===== config.mk =====
export PLATFORM = sky130hd
export DESIGN_NAME = configurable_crc_engine_top
export DESIGN_NICKNAME = d
export VERILOG_FILES = /design/src/rtl/cce_pkg.sv /design/src/rtl/configurable_crc_engine_top.sv
export VERILOG_INCLUDE_DIRS = /design/src /design/src/rtl
export SDC_FILE = /design/constraint.sdc
export NUM_CORES = 1
export LEC_CHECK = 0
export BUFFER_PORTS_ARGS = -buffer_cell sky130_fd_sc_hd__buf_2
export CORE_MARGIN = 8
export CORE_UTILIZATION = 30
export CTS_BUF_LIST = sky130_fd_sc_hd__clkbuf_2
export DETAILED_ROUTE_END_ITERATION = 8
export GPL_TIMING_DRIVEN = 0
export PLACE_DENSITY = 0.5
export RECOVER_POWER = 50
export SLEW_MARGIN = 20
export SYNTH_ARGS = -nofsm -noshare
export SYNTH_HDL_FRONTEND = slang
export SYNTH_SLANG_ARGS = --single-unit

===== constraint.sdc =====
create_clock -name clk_i -period 33.2 [get_ports clk_i]
set_input_delay 1.66 -clock clk_i [delete_from_list [all_inputs] [get_ports clk_i]]
set_output_delay 1.66 -clock clk_i [all_outputs]
set_load 0.1 [all_outputs]

===== src/rtl/assert_macros.svh =====
// Assertion macros shared by the RTL; each expects clk_i and rst_ni in scope.
`ifndef ASSERT_MACROS_SVH
`define ASSERT_MACROS_SVH

// Same-cycle implication, disabled during reset
`define ASSERT_IMP(label, ante, cons) \
  label: assert property (@(posedge clk_i) disable iff (!rst_ni) (ante) |-> (cons)) \
    else $error("assertion failed: same-cycle implication");

// Next-cycle implication, disabled during reset
`define ASSERT_NXT(label, ante, cons) \
  label: assert property (@(posedge clk_i) disable iff (!rst_ni) (ante) |=> (cons)) \
    else $error("assertion failed: next-cycle implication");

`endif


===== src/rtl/cce_pkg.sv =====
// Package for the CRC engine: register indexes, select codes and bit helpers.
`default_nettype none

package cce_pkg;

  // Configuration register indexes
  typedef enum logic [2:0] {
    CFG_WIDTH_SEL  = 3'd0,
    CFG_POLY       = 3'd1,
    CFG_INIT       = 3'd2,
    CFG_REFLECT_IN = 3'd3,
    CFG_REFLECT_OUT = 3'd4,
    CFG_XOR_OUT    = 3'd5,
    CFG_SIZE_SEL   = 3'd6
  } cfg_reg_e;

  // CRC width select codes (the unused codes mean the widest)
  localparam logic [1:0] WSEL_8  = 2'd0;
  localparam logic [1:0] WSEL_16 = 2'd1;

  // Bytes-per-word select codes (the unused codes mean four)
  localparam logic [1:0] SIZE_1 = 2'd0;
  localparam logic [1:0] SIZE_2 = 2'd1;

  // Reset values of the configuration registers
  localparam logic [1:0]  RST_WIDTH_SEL = 2'd2;
  localparam logic [31:0] RST_POLY      = 32'h04C1_1DB7;
  localparam logic [31:0] RST_INIT      = 32'hFFFF_FFFF;
  localparam logic [31:0] RST_XOR_OUT   = 32'hFFFF_FFFF;
  localparam logic [1:0]  RST_SIZE_SEL  = 2'd0;

  function automatic logic [7:0] reverse8(input logic [7:0] v);
    logic [7:0] r;
    for (int i = 0; i < 8; i++) r[i] = v[7-i];
    return r;
  endfunction

  function automatic logic [31:0] reverse32(input logic [31:0] v);
    logic [31:0] r;
    for (int i = 0; i < 32; i++) r[i] = v[31-i];
    return r;
  endfunction

  // One byte into a left-aligned CRC register: XOR into the top byte, then
  // eight MSB-first shift steps with the left-aligned polynomial.
  function automatic logic [31:0] crc_byte(input logic [31:0] crc_al,
                                           input logic [7:0]  data_byte,
                                           input logic [31:0] poly_al);
    logic [31:0] r;
    r = crc_al ^ {data_byte, 24'h0};
    for (int s = 0; s < 8; s++) begin
      if (r[31]) r = {r[30:0], 1'b0} ^ poly_al;
      else r = {r[30:0], 1'b0};
    end
    return r;
  endfunction

endpackage

`default_nettype wire


===== src/rtl/configurable_crc_engine_top.sv =====
// Configurable CRC engine top level: config registers, input stage, CRC update, result register.
// A word marked last is registered in the input stage, then its CRC in the result register.
// Throughput: one word per cycle when not stalled; the byte-serial CRC update is one XOR network.
// A stall on the result side holds the input stage only when it carries a last word.
// Reset: config registers take their documented defaults, the pipeline empties.
`default_nettype none

module configurable_crc_engine_top #(
  parameter int unsigned MAX_CRC_WIDTH = 32
) (
  input  wire logic        clk_i,
  input  wire logic        rst_ni,
  // configuration write channel
  input  wire logic        cfg_valid_i,
  output logic             cfg_ready_o,
  input  wire logic [2:0]  cfg_index_i,
  input  wire logic [31:0] cfg_data_i,
  // input words
  input  wire logic        in_valid_i,
  output logic             in_stall_o,
  input  wire logic [31:0] data_word_i,
  input  wire logic        last_i,
  // result words
  output logic             out_valid_o,
  input  wire logic        out_stall_i,
  output logic [31:0]      crc_value_o
);

  import cce_pkg::*;

  localparam int unsigned WMid = (MAX_CRC_WIDTH < 16) ? MAX_CRC_WIDTH : 16;
  localparam logic [5:0]  ShW8   = 6'(32 - 8);
  localparam logic [5:0]  ShWMid = 6'(32 - WMid);
  localparam logic [5:0]  ShWTop = 6'(32 - MAX_CRC_WIDTH);

  // Configuration registers
  logic [1:0]  width_sel_q;
  logic [31:0] poly_q;
  logic [31:0] init_q;
  logic        reflect_in_q;
  logic        reflect_out_q;
  logic [31:0] xor_out_q;
  logic [1:0]  size_sel_q;

  assign cfg_ready_o = 1'b1;

  always_ff @(posedge clk_i or negedge rst_ni) begin
    if (!rst_ni) begin
      width_sel_q   <= RST_WIDTH_SEL;
      poly_q        <= RST_POLY;
      init_q        <= RST_INIT;
      reflect_in_q  <= 1'b1;
      reflect_out_q <= 1'b1;
      xor_out_q     <= RST_XOR_OUT;
      size_sel_q    <= RST_SIZE_SEL;
    end else if (cfg_valid_i && cfg_ready_o) begin
      case (cfg_reg_e'(cfg_index_i))
        CFG_WIDTH_SEL:   width_sel_q   <= cfg_data_i[1:0];
        CFG_POLY:        poly_q        <= cfg_data_i;
        CFG_INIT:        init_q        <= cfg_data_i;
        CFG_REFLECT_IN:  reflect_in_q  <= cfg_data_i[0];
        CFG_REFLECT_OUT: reflect_out_q <= cfg_data_i[0];
        CFG_XOR_OUT:     xor_out_q     <= cfg_data_i;
        CFG_SIZE_SEL:    size_sel_q    <= cfg_data_i[1:0];
        default: ;
      endcase
    end
  end

  // Pipeline handshake
  logic        s1_valid_q, s1_valid_d;
  logic [31:0] s1_data_q;
  logic        s1_last_q;
  logic        out_valid_q, out_valid_d;
  logic [31:0] out_crc_q, out_crc_d;
  logic        busy_q;
  logic [MAX_CRC_WIDTH-1:0] crc_q;
  logic        out_free, s1_fire, in_fire;

  assign out_free   = !out_valid_q || !out_stall_i;
  assign s1_fire    = s1_valid_q && (!s1_last_q || out_free);
  assign in_stall_o = s1_valid_q && !s1_fire;
  assign in_fire    = in_valid_i && !in_stall_o;

  // CRC update on the registered word
  logic [5:0]  shamt;
  logic [31:0] wmask, start_crc, poly_al, crc_al, crc_r, crc_res;
  logic [3:0]  byte_en;
  logic [7:0]  cur_byte;

  always_comb begin
    case (width_sel_q)
      WSEL_8:  shamt = ShW8;
      WSEL_16: shamt = ShWMid;
      default: shamt = ShWTop;
    endcase
    case (size_sel_q)
      SIZE_1:  byte_en = 4'b0001;
      SIZE_2:  byte_en = 4'b0011;
      default: byte_en = 4'b1111;
    endcase
    wmask     = 32'hFFFF_FFFF >> shamt;
    start_crc = (busy_q ? 32'(crc_q) : init_q) & wmask;
    poly_al   = (poly_q & wmask) << shamt;
    crc_al    = start_crc << shamt;
    cur_byte  = 8'h00;
    // most significant selected byte goes first
    for (int k = 3; k >= 0; k--) begin
      if (byte_en[k]) begin
        cur_byte = s1_data_q[8*k +: 8];
        if (reflect_in_q) cur_byte = reverse8(cur_byte);
        crc_al = crc_byte(crc_al, cur_byte, poly_al);
      end
    end
    crc_r   = crc_al >> shamt;
    crc_res = ((reflect_out_q ? reverse32(crc_al) : crc_r) ^ xor_out_q) & wmask;
  end

  // Next state of the stages
  always_comb begin
    s1_valid_d = s1_valid_q;
    if (in_fire) s1_valid_d = 1'b1;
    else if (s1_fire) s1_valid_d = 1'b0;

    out_valid_d = out_valid_q;
    out_crc_d   = out_crc_q;
    if (s1_fire && s1_last_q) begin
      out_valid_d = 1'b1;
      out_crc_d   = crc_res;
    end else if (out_valid_q && !out_stall_i) begin
      out_valid_d = 1'b0;
    end
  end

  always_ff @(posedge clk_i or negedge rst_ni) begin
    if (!rst_ni) begin
      s1_valid_q  <= 1'b0;
      out_valid_q <= 1'b0;
      busy_q      <= 1'b0;
    end else begin
      s1_valid_q  <= s1_valid_d;
      out_valid_q <= out_valid_d;
      if (s1_fire) busy_q <= !s1_last_q;
    end
  end

  // Payload registers
  always_ff @(posedge clk_i) begin
    if (in_fire) begin
      s1_data_q <= data_word_i;
      s1_last_q <= last_i;
    end
    if (s1_fire) crc_q <= crc_r[MAX_CRC_WIDTH-1:0];
    out_crc_q <= out_crc_d;
  end

  assign out_valid_o = out_valid_q;
  assign crc_value_o = out_crc_q;

  // Assertions
  `include "assert_macros.svh"

  `ASSERT_NXT(a_last_gives_result, s1_fire && s1_last_q, out_valid_q)
  `ASSERT_NXT(a_mid_word_sets_busy, s1_fire && !s1_last_q, busy_q)
  `ASSERT_NXT(a_last_clears_busy, s1_fire && s1_last_q, !busy_q)
  `ASSERT_IMP(a_mid_word_no_stall, s1_valid_q && !s1_last_q, !in_stall_o)

endmodule

`default_nettype wire

### Word level (Yosys, flattened, before mapping)

Cells that the tools add are included.
W data, S select, Z words.

| storage, ports and cells | value |
|---|---|
| input bits | 73 |
| bits in writable memories | 0 |
| output and inout bits | 35 |
| bits in read-only memories | 0 |
| word-level logic and storage cells | 170 |
| bits in latches | 0 |
| flip-flop bits (word level) | 202 |
| memories kept | 0 |

| operators by class | value |
|---|---|
| div/mod/pow operators | 0 |
| shift operators | 4 |
| $mul | 0 |
| eq/ne operators | 8 |
| bitwise operators | 40 |
| order comparisons | 0 |
| mux-type cells | 80 |
| $add $sub $neg | 0 |
| reduce and logical (&&, ||, !) cells | 24 |

Operator list:

| kind | number |
|---|---|
| $mux W32 | 66 |
| $xor A32 B32 Y32 | 37 |
| $and A32 B32 Y32 | 3 |
| $mux W8 | 8 |
| $shl A32 B6 Y32 | 2 |
| $shr A32 B6 Y32 | 1 |
| $shr A32 B6 Y32 const A | 1 |
| $reduce_and A2 Y1 | 7 |
| $pmux W5 S2 | 1 |
| $eq A3 B3 Y1 const B | 3 |
| $pmux W4 S2 | 1 |
| $eq A3 B2 Y1 const B | 2 |
| $logic_and A1 B1 Y1 | 5 |
| $logic_not A1 Y1 | 5 |
| $eq A2 B1 Y1 const B | 2 |
| $logic_not A2 Y1 | 2 |
| $mux W1 | 4 |
| $reduce_bool A2 Y1 | 2 |
| $eq A3 B1 Y1 const B | 1 |
| $logic_not A3 Y1 | 1 |
| $logic_or A1 B1 Y1 | 2 |

### Logic depth before layout (Yosys ltp)

| logic depth | value |
|---|---|
| depth after elaboration | 109 |
| mapped depth | 65 |
| mapped depth without buffers | 52 |

### Worst setup path after synthesis

Ideal clock, no wire load.

| timing path | value |
|---|---|
| path kind | register to register |
| start point | register width_sel_q[0] |
| end point | register out_crc_q[9], in the netlist crc_value_o[9] (data pin) |
| period minus slack after synthesis | 14.287 ns |
| required time | 32.939 ns |
| setup slack | 18.913 ns |
| arrival | 14.026 ns |
| cell stages (with the launch flop) | 56 |
| path buffers | 4 |
| library setup time | 0.261 ns |
| cells stage by stage | dfrtp_1 buf_6 mux2_1 mux4_2 xnor2_2 o211ai_2 a211oi_2 nor4_2 o211ai_1 a311oi_1 a21o_2 xnor3_1 a211o_1 a21oi_1 xnor2_1 mux2_4 and2_4 mux2_4 (+20 left out) xor2_2 nor2_1 xnor3_1 o21ai_1 xnor2_2 xnor3_1 mux2i_1 or4_1 and2_1 xnor3_2 mux2_4 nor3_4 buf_4 nor3_1 xnor3_1 a31oi_1 mux2i_1 mux2i_1 |

| between the ends | value |
|---|---|
| word-level cells in the longest chain between the ends | 108 |
| elaborated cells on any way between the ends | 112 |
| classes of those cells | eq/ne (1); shift (4); mux (66); bitwise (40); reduce/logical (1) |

Ends and longest elaborated chain:

| what | RTL line | source |
|---|---|---|
| from (decl) | configurable_crc_engine_top.sv:37 | `logic [1:0] width_sel_q;` |
| from (signal assigned) | configurable_crc_engine_top.sv:58 | `CFG_WIDTH_SEL: width_sel_q <= cfg_data_i[1:0];` |
| $eq A2 B1 Y1 / $logic_not A2 Y1 (equally long branches) | configurable_crc_engine_top.sv:92 | `case (width_sel_q)` |
| $pmux W5 S2 * | configurable_crc_engine_top.sv:92 |  |
| $shr A32 B6 Y32 | configurable_crc_engine_top.sv:102 | `wmask = 32'hFFFF_FFFF >> shamt;` |
| $and A32 B32 Y32, on equally long branches | configurable_crc_engine_top.sv:103, configurable_crc_engine_top.sv:104 |  |
| $shl A32 B6 Y32, on equally long branches | configurable_crc_engine_top.sv:105, configurable_crc_engine_top.sv:104 |  |
| $xor A32 B32 Y32, on equally long branches | cce_pkg.sv:50, cce_pkg.sv:52 |  |
| $xor A32 B32 Y32 / $mux W32 (equally long branches) | cce_pkg.sv:52 | `if (r[31]) r = {r[30:0], 1'b0} ^ poly_al;` |
| $mux W32, on equally long branches | cce_pkg.sv:52, configurable_crc_engine_top.sv:109 |  |
| (+93 left out) | n/a |  |
| $mux W32 / $xor A32 B32 Y32 (equally long branches) | configurable_crc_engine_top.sv:109, cce_pkg.sv:52 |  |
| $mux W32 | cce_pkg.sv:52 |  |
| $mux W32 | configurable_crc_engine_top.sv:109 | `if (byte_en[k]) begin` |
| $shr A32 B6 Y32 | configurable_crc_engine_top.sv:115 | `crc_r = crc_al >> shamt;` |
| $mux W32 | configurable_crc_engine_top.sv:116 | `crc_res = ((reflect_out_q ? reverse32(crc_al) : crc_r) ^ xor_out_q) & wmask;` |
| $xor A32 B32 Y32 | configurable_crc_engine_top.sv:116 |  |
| $and A32 B32 Y32 * | configurable_crc_engine_top.sv:116 |  |
| net crc_res[9] | configurable_crc_engine_top.sv:87 | `logic [31:0] wmask, start_crc, poly_al, crc_al, crc_r, crc_res;` |
| to (signal assigned) | configurable_crc_engine_top.sv:154 | `out_crc_q <= out_crc_d;` |
| to (decl) | configurable_crc_engine_top.sv:75 | `logic [31:0] out_crc_q, out_crc_d;` |

The timed path passes the listed nets; every way through them passes the cells marked *. The select of a mux whose other input is x is not followed.
A chain may end at the register's enable or synchronous reset.

### Worst setup path in the final report

| timing path | value |
|---|---|
| start point | register width_sel_q[0] |
| end point | register out_crc_q[7], in the netlist crc_value_o[7] (data pin) |

The elaborated chain is that of the path after synthesis.

==> summary.txt <==
Ys Warns -> 0
Final TNS setup -> 0 ps
Die Span Y -> 336.0 microns
commonest non-fill, non-tap cell in the layout -> xnor2_1
Post-CTS Setup Bufs -> 0
Ports -> 108
RSZ-0062 raised after global routing -> no
core area -> 0.1017 sq mm
reg2reg start -> width_sel_q[0]
Congestion Overflow GR -> 0
drt first pass iters -> 6
failing checks -> capacitance limit, slew limit
WL/cell -> 26.32 microns
Synth Net Count -> 4090
DR vias/cell -> 5.555
commonest cells after routing, fill and taps aside -> xnor2_1 (780), nor2_1 (772), nand2_1 (405)
Rows -> 117
worst reg2reg endpoint -> crc_value_o[7]
required time of the critical path -> 33990 ps
HP Class -> reg -> reg
DRC Markers -> 0
largest net degree at the start of global routing -> 69
final WL -> 147200 microns
Max Cap Viol -> 4
TritonCTS clock tree -> built
layout cell share with drive strength beyond 1 -> 14.33%
actual slew at the worst max-slew pin -> 3826 ps
clk slew on worst S/H paths -> 110 ps
final setup violation count -> 0
maximum buffer depth of the clock tree -> 3
final hold slack -> 529.0 ps
Final ANT Viol Nets -> 0
Die X -> 336.0 microns
clk_skew -> 101.6 ps
part of the cycle the worst path needs -> 60.02%
Final Wtd Congestion -> 1.032
Mapped Cells -> 4017
PortBufs -> 106
async set-reset flop share out of synthesis -> 51.98%
Hold EP -> poly_q[27]
minimum clock period -> 19930 ps
setup ws final -> 13270 ps
hpwl dp -> 117500 microns
initial antenna violation count -> 14
Post-CTS Resized -> 0
DR iter-0 viols -> 4053
synthesized flop and latch total -> 202
root buf cell -> clkbuf_2
CP max stage delay -> 860 ps
CTS H-tree depth -> 2
Post-Syn Area per Cell -> 7.647 sq um
die area -> 0.1129 sq mm
Mapped Area -> 0.03072 sq mm
FMAX -> 50.18 MHz
CP startpoint kind -> flop
status -> finished, violations left
Area Growth Syn to Fin -> 9.103%
first-pass GRT wire length -> 209300 microns
worst rel slew slack -> -155.1%
Crit path top cell by count -> nor2_1
sequential fraction of the synthesis area -> 18.37%
Min-Delay Startpoint -> poly_q[27]
CTS sink cnt -> 202
number of synthesized flops with an enable pin -> 97
hold depth -> 1
Worst setup EP type -> flop
Inserted Clock Buffers -> 51
Layout Nets -> 4253
Starting Density -> 30.19%
path depth of the worst reg2reg path -> 59
cts-stage hold buffer count -> 0
Layout Utilization -> 32.94%
Final Max Tran Viols -> 152
worst skew pair latency -> 1040 ps
Unique masters post-synth -> 139
vias in the first global route -> 28660
CP max FO -> 10
Critical Path AT -> 20720 ps
All-Layer GR Usage -> 24.94%
Vias -> 31080
Slowest-stage cell, CP -> a211oi_1
R2R Setup Slk -> 13270 ps
pre-CTS setup slack -> 13910 ps
endpoints failing hold -> 0
Crit Path Category -> reg -> reg
Top FF cell, synth -> edfxtp_1
## flip-flops by register name, indices dropped and copies added (netlist names), 2 cells and up
name and cells:
width_sel_q 2, poly_q 32, crc_q 32, crc_value_o 32, init_q 32, s1_data_q 32
size_sel_q 2, xor_out_q 32
## area by class of cell
class	instances	area, sq um
Antenna cell	5	12.51
Buffer	338	1755
Clock buffer	80	400.4
Clock inverter	14	75.07
Fill cell	10940	68230
Inverter	26	97.59
Multi-Input combinational cell	3451	23270
Sequential cell	202	5642
Tap cell	1368	1712
Timing Repair Buffer	110	546.8
## metrics by stage
step | cell area, sq um | std cells
2_1_floorplan | 30720 | 4017
3_3_place_gp | 32960 | 5491
3_5_place_dp | 33110 | 5495
4_1_cts | 33580 | 5589
5_1_grt | 33510 | 5592
6_report | 33510 | 5594
## worst max-delay path by stage
| stage | from | to |
|---|---|---|
| floorplan | width_sel_q[0] | crc_value_o[9] |
| global placement | width_sel_q[0] | crc_value_o[7] |
| detailed placement | width_sel_q[0] | crc_value_o[7] |
| CTS | width_sel_q[0] | crc_value_o[7] |
| global route | width_sel_q[0] | crc_value_o[7] |
| finish | width_sel_q[0] | crc_value_o[7] |
## cell usage after synthesis, types with 40 or more instances
cell type  number  area share (%)
xnor2_1       782              22
nor2_1        775             9.5
nand2_1       405             4.9
clkbuf_1      190             2.3
a21oi_1       168             2.7
mux2i_1       147             4.8
o21ai_0       105             1.7
mux2_2        104             3.8
edfxtp_1       97             9.5
nand3_1        96             1.6
nor3_1         82             1.3
dfstp_2        81             6.9
xor2_1         73             2.1
and2_1         43            0.88
buf_6          43             1.6
buf_1          40            0.49
## worst max-delay path, delay by kind of cell (launching register included)
| kind | cells | cell delay [ps] |
|---|---|---|
| compound gates | 17 | 6950 |
| simple gates | 22 | 6660 |
| xor+xnor | 9 | 3050 |
| buf+inv | 8 | 2090 |
| mux | 3 | 610 |
| flops | 1 | 380 |
## per-layer routing
layer / vias to the layer above / global-route usage [%] / wire, microns
met4: 4 / 10.74 / 7651
met3: 328 / 4.524 / 13600
met5: - / 0 / 20
li1: 14080 / - / -
met1: 14990 / 34.85 / 64030
met2: 1670 / 37.37 / 61950
## cell families after synthesis
kind of cell	share of synthesized area, %
xor+xnor	27.97
compound gates	15.40
other cells	0.01221
mux	9.323
flops	18.37
buf+inv	6.032
simple gates	22.90
Power is not shown: default switching activity piles up to over one toggle a cycle in this logic, so the estimate is an artifact.
